--- config.mk ---
export PLATFORM = sky130hd
export DESIGN_NAME = obm_ctrl
export DESIGN_NICKNAME = d
export VERILOG_FILES = /design/src/hw/rtl/obm_pkg.sv /design/src/hw/rtl/obm_ctrl.sv
export SDC_FILE = /design/constraint.sdc
export NUM_CORES = 1
export LEC_CHECK = 0
export BUFFER_PORTS_ARGS = -buffer_cell sky130_fd_sc_hd__buf_2
export CORE_MARGIN = 5
export CORE_UTILIZATION = 45
export DETAILED_ROUTE_END_ITERATION = 8
export GPL_ROUTABILITY_DRIVEN = 0
export PLACE_DENSITY = 0.77
export SLEW_MARGIN = 20
export SYNTH_ARGS = -nofsm -noshare
export SYNTH_HDL_FRONTEND = slang
export SYNTH_SLANG_ARGS = --single-unit
--- constraint.sdc ---
create_clock -name clk -period 7.1 [get_ports clk]
set_input_delay 1.42 -clock clk [delete_from_list [all_inputs] [get_ports clk]]
set_output_delay 1.42 -clock clk [all_outputs]
set_load 0.05 [all_outputs]
--- src/hw/rtl/obm_pkg.sv ---
// ----------------------------------------------------------------------------
// obm_pkg
// Types and codes shared by the order book controller and datapath.
// ----------------------------------------------------------------------------
package obm_pkg;

  localparam logic [2:0] REQ_ADD     = 3'd0;
  localparam logic [2:0] REQ_CANCEL  = 3'd1;
  localparam logic [2:0] REQ_MODIFY  = 3'd2;
  localparam logic [2:0] REQ_EXECUTE = 3'd3;

  localparam logic [3:0] ST_OK       = 4'd0;
  localparam logic [3:0] ST_BAD_QTY  = 4'd1;
  localparam logic [3:0] ST_BAD_PRC  = 4'd2;
  localparam logic [3:0] ST_DUP      = 4'd3;
  localparam logic [3:0] ST_UNKNOWN  = 4'd4;
  localparam logic [3:0] ST_EXCEEDS  = 4'd5;
  localparam logic [3:0] ST_UNSUPP   = 4'd6;
  localparam logic [3:0] ST_BAD_SIDE = 4'd7;
  localparam logic [3:0] ST_SYMBOL   = 4'd8;
  localparam logic [3:0] ST_OVERFLOW = 4'd9;
  localparam logic [3:0] ST_FULL     = 4'd10;

  localparam logic [3:0] OP_NONE       = 4'd0;
  localparam logic [3:0] OP_LOAD       = 4'd1;
  localparam logic [3:0] OP_SCAN       = 4'd2;
  localparam logic [3:0] OP_SCAN_OSIDE = 4'd3;
  localparam logic [3:0] OP_TRADE      = 4'd4;
  localparam logic [3:0] OP_INSERT     = 4'd5;
  localparam logic [3:0] OP_MOD_QTY    = 4'd6;
  localparam logic [3:0] OP_EXEC       = 4'd7;
  localparam logic [3:0] OP_CANCEL     = 4'd8;
  localparam logic [3:0] OP_REMOVE     = 4'd9;

  localparam logic [1:0] AMT_ZERO = 2'd0;
  localparam logic [1:0] AMT_QTY  = 2'd1;
  localparam logic [1:0] AMT_EXEC = 2'd2;

  typedef struct packed {
    logic [31:0]        id;
    logic               side;
    logic signed [31:0] price;
    logic [31:0]        qty;
    logic [31:0]        rank;
  } entry_t;

  typedef struct packed {
    logic [3:0] op;
    logic       emit;
    logic [3:0] code;
    logic [1:0] amt;
  } cmd_t;

  typedef struct packed {
    logic       busy;
    logic       sym_ok;
    logic [2:0] req;
    logic       side_bad;
    logic       qty_zero;
    logic       price_bad;
    logic       found;
    logic       ovf;
    logic       in_place;
    logic       exceeds;
    logic       crosses;
    logic       rem_zero;
    logic       free_ok;
    logic       out_free;
  } sts_t;

endpackage

--- src/hw/rtl/obm_ctrl.sv ---
// ----------------------------------------------------------------------------
// obm_ctrl
// Sequencer for request checks, table scans, fills and status results.
// ----------------------------------------------------------------------------
module obm_ctrl (
  input  logic          clk,
  input  logic          rst_n,
  input  logic          in_valid,
  output logic          in_stall,
  input  obm_pkg::sts_t sts,
  output obm_pkg::cmd_t cmd
);
  import obm_pkg::*;

  localparam logic [2:0] S_IDLE   = 3'd0;
  localparam logic [2:0] S_CHECK  = 3'd1;
  localparam logic [2:0] S_SCAN1  = 3'd2;
  localparam logic [2:0] S_SCAN2  = 3'd3;
  localparam logic [2:0] S_RESCAN = 3'd4;
  localparam logic [2:0] S_MATCH  = 3'd5;

  logic [2:0] state_r, state_nxt;
  cmd_t       c;

  always_comb begin
    state_nxt = state_r;
    c = '0;
    unique case (state_r)
      S_IDLE: if (in_valid) begin
        c.op = OP_LOAD;
        state_nxt = S_CHECK;
      end
      S_CHECK: begin
        state_nxt = S_IDLE;
        c.emit = 1'b1;
        if (!sts.sym_ok) c.code = ST_SYMBOL;
        else if (sts.req == REQ_ADD) begin
          if (sts.side_bad) c.code = ST_BAD_SIDE;
          else if (sts.qty_zero) c.code = ST_BAD_QTY;
          else if (sts.price_bad) c.code = ST_BAD_PRC;
          else begin
            c.emit = 1'b0;
            c.op = OP_SCAN;
            state_nxt = S_SCAN1;
          end
        end else if (sts.req == REQ_CANCEL || sts.req == REQ_MODIFY ||
                     sts.req == REQ_EXECUTE) begin
          c.emit = 1'b0;
          c.op = OP_SCAN;
          state_nxt = S_SCAN1;
        end else c.code = ST_UNSUPP;
      end
      S_SCAN1: if (!sts.busy) begin
        state_nxt = S_IDLE;
        c.emit = 1'b1;
        if (sts.req == REQ_ADD) begin
          if (sts.found) c.code = ST_DUP;
          else if (sts.ovf) c.code = ST_OVERFLOW;
          else begin
            c.emit = 1'b0;
            state_nxt = S_MATCH;
          end
        end else if (!sts.found) c.code = ST_UNKNOWN;
        else if (sts.req == REQ_CANCEL) begin
          c.op = OP_CANCEL;
          c.code = ST_OK;
        end else if (sts.req == REQ_EXECUTE) begin
          if (sts.qty_zero) c.code = ST_BAD_QTY;
          else if (sts.exceeds) c.code = ST_EXCEEDS;
          else begin
            c.op = OP_EXEC;
            c.code = ST_OK;
            c.amt = AMT_EXEC;
          end
        end else begin
          if (sts.price_bad) c.code = ST_BAD_PRC;
          else if (sts.qty_zero) c.code = ST_BAD_QTY;
          else begin
            c.emit = 1'b0;
            c.op = OP_SCAN_OSIDE;
            state_nxt = S_SCAN2;
          end
        end
      end
      S_SCAN2: if (!sts.busy) begin
        if (sts.ovf) begin
          c.emit = 1'b1;
          c.code = ST_OVERFLOW;
          state_nxt = S_IDLE;
        end else if (sts.in_place) begin
          c.op = OP_MOD_QTY;
          c.emit = 1'b1;
          c.code = ST_OK;
          c.amt = AMT_QTY;
          state_nxt = S_IDLE;
        end else begin
          c.op = OP_REMOVE;
          state_nxt = S_RESCAN;
        end
      end
      S_RESCAN: begin
        c.op = OP_SCAN;
        state_nxt = S_MATCH;
      end
      S_MATCH: if (!sts.busy) begin
        if (sts.crosses) begin
          c.op = OP_TRADE;
          state_nxt = S_RESCAN;
        end else begin
          c.emit = 1'b1;
          state_nxt = S_IDLE;
          if (sts.rem_zero) c.code = ST_OK;
          else if (!sts.free_ok) c.code = ST_FULL;
          else begin
            c.op = OP_INSERT;
            c.code = ST_OK;
            c.amt = AMT_QTY;
          end
        end
      end
      default: state_nxt = S_IDLE;
    endcase
    // hold until the output register can take the result
    if ((c.emit || c.op == OP_TRADE) && !sts.out_free) begin
      c = '0;
      state_nxt = state_r;
    end
  end

  always_ff @(posedge clk) begin
    if (!rst_n) state_r <= S_IDLE;
    else state_r <= state_nxt;
  end

  assign cmd = c;
  assign in_stall = (state_r != S_IDLE);

endmodule

==> insert_results.sql <==
INSERT INTO impl_metrics (metric_group, metric, value, unit) VALUES
('worst_hold_path', 'hold_path.class', 'reg2reg', ''),
('synthesis', 'share_of_synthesized_cell_area_in_full_adder_half_adder_and_majority_cells', '0', '%'),
('synthesis', 'syn-mean-instance-area', '6.77', 'µm²'),
('critical_path', 'worstPathArrival', '3320', 'ps'),
('synthesis', 'synth-main-ff-cell', 'sky130_fd_sc_hd__dfxtp_1', ''),
('cells_and_area', 'area_growth', '21.0', '%'),
('cells_and_area', 'fillCellCount', '177', ''),
('floorplanning', 'floorplan.io_pins', '31', ''),
('clocking', 'cts.htree.levels', '1', ''),
('sta', 'max_transition_viols_final', '0', ''),
('sta', 'grt_setup_unrepaired', 'no', ''),
('synthesis', 'syn_area', '812', 'µm²'),
('cells_and_area', 'num_antenna_cells', '0', ''),
('detailed_routing', 'firstDrtPassIters', '4', ''),
('floorplanning', 'core.rowCount', '15', ''),
('critical_path', 'cp-end-kind', 'output pin', ''),
('critical_path', 'rr_startpoint', 'state_r[1]', ''),
('clocking', 'cts_post_setup_buffers_inserted', '0', ''),
('sta', 'timing.final.crit_share', '66.8', '%'),
('placement', 'detailedPlacementHpwl', '1.92', 'mm'),
('critical_path', 'startpoint', 'sts[11]', ''),
('sta', 'slew_of_the_pin_with_the_lowest_slew_margin', '487', 'ps'),
('critical_path', 'required', '5680', 'ps'),
('floorplanning', 'floorplan.die.width', '52.5', 'µm'),
('power_and_ir_drop', 'power-per-cell-area', '113', 'nW/µm²'),
('clocking', 'count_of_instances_resized_after_the_clock_tree_is_built', '0', ''),
('global_route', 'grtUsageTotal', '18.4', '%'),
('sta', 'finalClockSkew', '1.45', 'ps'),
('critical_path', 'worst-path-max-fanout', '12', ''),
('clocking', 'clockBufferDepth', '2', ''),
('synthesis', 'asyncSetResetFlopFracSynth', '0', '%'),
('clocking', 'clkSlewWorstSetupHoldPaths', '30', 'ps'),
('synthesis', 'yosys_warnings', '0', ''),
('clocking', 'numCtsBuffers', '3', ''),
('cells_and_area', 'multiInputGateArea', '688', 'µm²'),
('synthesis', 'proportion_of_netlist_area_held_by_the_largest_area_contributor', '7.40', '%'),
('global_route', 'grt_first_pass_wirelength', '3.97', 'mm'),
('synthesis', 'yosys_register_bits', '3', ''),
('sta', 'setup_viol', '0', ''),
('cells_and_area', 'number_of_flip_flops_in_the_largest_register', '3', ''),
('cells_and_area', 'largest_register', 'state_r', ''),
('job', 'timing.max_cap.violations', '0', ''),
('synthesis', 'ys_top_cells_by_area', 'sky130_fd_sc_hd__dfxtp_1 7.4%, sky130_fd_sc_hd__nand2_1 6.5%, sky130_fd_sc_hd__a21oi_1 4.9%', ''),
('detailed_routing', 'route.detailed.vias_per_inst', '6.19', ''),
('synthesis', 'compound_gate_portion_of_the_synthesized_area', '41.6', '%'),
('sta', 'setup_tns_final', '0', 'ps'),
('floorplanning', 'fp.coreArea', '1730', 'µm²'),
('cells_and_area', 'final_cells', '172', ''),
('cells_and_area', 'largest_registers_in_the_final_layout', 'state_r x3', ''),
('power_and_ir_drop', 'power.ir.vdd_worst', '0.000119', 'V'),
('synthesis', 'syn_nets', '139', ''),
('critical_path', 'critical_r2r_capture', 'state_r[2]', ''),
('detailed_routing', 'drcViolationCount', '0', ''),
('critical_path', 'start_kind', 'input port', ''),
('critical_path', 'worst-r2r-setup-slack', '4760', 'ps'),
('sta', 'hold_viol_final', '0', ''),
('floorplanning', 'floorplan.die_area', '2750', 'µm²'),
('sta', 'fmaxAchievable', '211', 'MHz'),
('cells_and_area', 'nNetsFinal', '167', ''),
('detailed_routing', 'drt_first_iter_violations', '39', ''),
('placement', 'port_buffers', '30', ''),
('clocking', 'cts_hold_buf', '0', ''),
('detailed_routing', 'detail-route-antenna-nets', '0', ''),
('run_status', 'run_status', 'completed', ''),
('cells_and_area', 'most-common-layout-cells', '30 x sky130_fd_sc_hd__buf_2, 14 x sky130_fd_sc_hd__nand2_1, 9 x sky130_fd_sc_hd__nor2_1', ''),
('clocking', 'worst_skew_pair.late_latency', '230', 'ps'),
('synthesis', 'netlist_instances', '120', ''),
('sta', 'timing.final.crit_period', '4740', 'ps'),
('power_and_ir_drop', 'static-leakage-power', '0.410', 'nW'),
('cells_and_area', 'seqCellArea', '60.1', 'µm²'),
('detailed_routing', 'detail_route.wirelength', '2.42', 'mm');
==> cell families (layout without fill, tap and decap cells) <==
kind of cell           Yosys count  count (layout)
buffers and inverters           14              41
AOI/OAI and AO/OA               46              46
muxes                            1               1
DFF                              3               3
and+or+nand+nor                 56              56
==> cell usage after synthesis, drive strengths merged, types with 2 or more instances <==
master,number
nor3,5
o311ai,2
a21boi,2
buf,4
dfxtp,3
inv,7
o21a,2
o21ai,10
clkbuf,3
o211ai,3
and4bb,3
nand3,3
nand2,14
nor3b,3
or3,5
a31oi,2
nor2,9
nor2b,6
a221oi,2
o211a,2
a21oi,8
==> power by group <==
part	switching [mW]	leakage (nW)	internal, mW
clock network	0.00905	0.0150	0.0211
registers	0.00304	0.0245	0.0180
logic	0.0389	0.370	0.0207
total	0.0509	0.410	0.0598
==> metrics by stage <==
| step | hold WS (ps) | instance area, µm² | total power [mW] | worst slack, ps |
|---|---|---|---|---|
| 6_report | 672 | 982 | 0.111 | 2360 |
| 5_1_grt | 753 | 982 | 0.120 | 2200 |
| 4_1_cts | 675 | 982 | 0.111 | 2380 |
| 3_5_place_dp | 675 | 956 | 0.0800 | 2370 |
| 3_3_place_gp | 656 | 956 | 0.0789 | 2410 |
| 2_1_floorplan | 643 | 812 | 0.0648 | 2330 |
==> metal layers <==
| metal | up-vias | part of all wire (%) | GRT usage [%] |
|---|---|---|---|
| li1 | 519 | - | - |
| met1 | 486 | 46 | 26.5 |
| met2 | 57 | 44 | 27.5 |
| met3 | 2 | 10 | 4.27 |
| met4 | 0 | 0.25 | 3.83 |
| met5 | - | 0 | 0 |
==> worst min path at each step <==
stage          cells after the start  slack [ps]         end       start
2_1_floorplan                      3         640  state_r[0]  state_r[0]
3_3_place_gp                       2         660  state_r[0]  state_r[0]
3_5_place_dp                       2         670  state_r[2]  state_r[2]
4_1_cts                            2         680  state_r[2]  state_r[2]
5_1_grt                            2         750  state_r[2]  state_r[2]
6_report                           2         670  state_r[2]  state_r[2]
==> area by class of cell <==
cell class	instances	share of cell area (%)
clock buffer	4	2.68
inverter	7	2.68
multi-input combinational	103	70.1
sequential	3	6.11
tap	25	3.18
timing repair buffer	30	15.3
==> critical path, cell delays in order <==
cell and delay [ps]:
sky130_fd_sc_hd__buf_2 170, sky130_fd_sc_hd__nor4bb_1 160, sky130_fd_sc_hd__o311ai_1 390, sky130_fd_sc_hd__o2111ai_1 220, sky130_fd_sc_hd__o311a_1 440, sky130_fd_sc_hd__o21ai_2 220, sky130_fd_sc_hd__a21oi_1 70, sky130_fd_sc_hd__buf_2 230
Note: power is estimated with default switching activity, not from simulation.
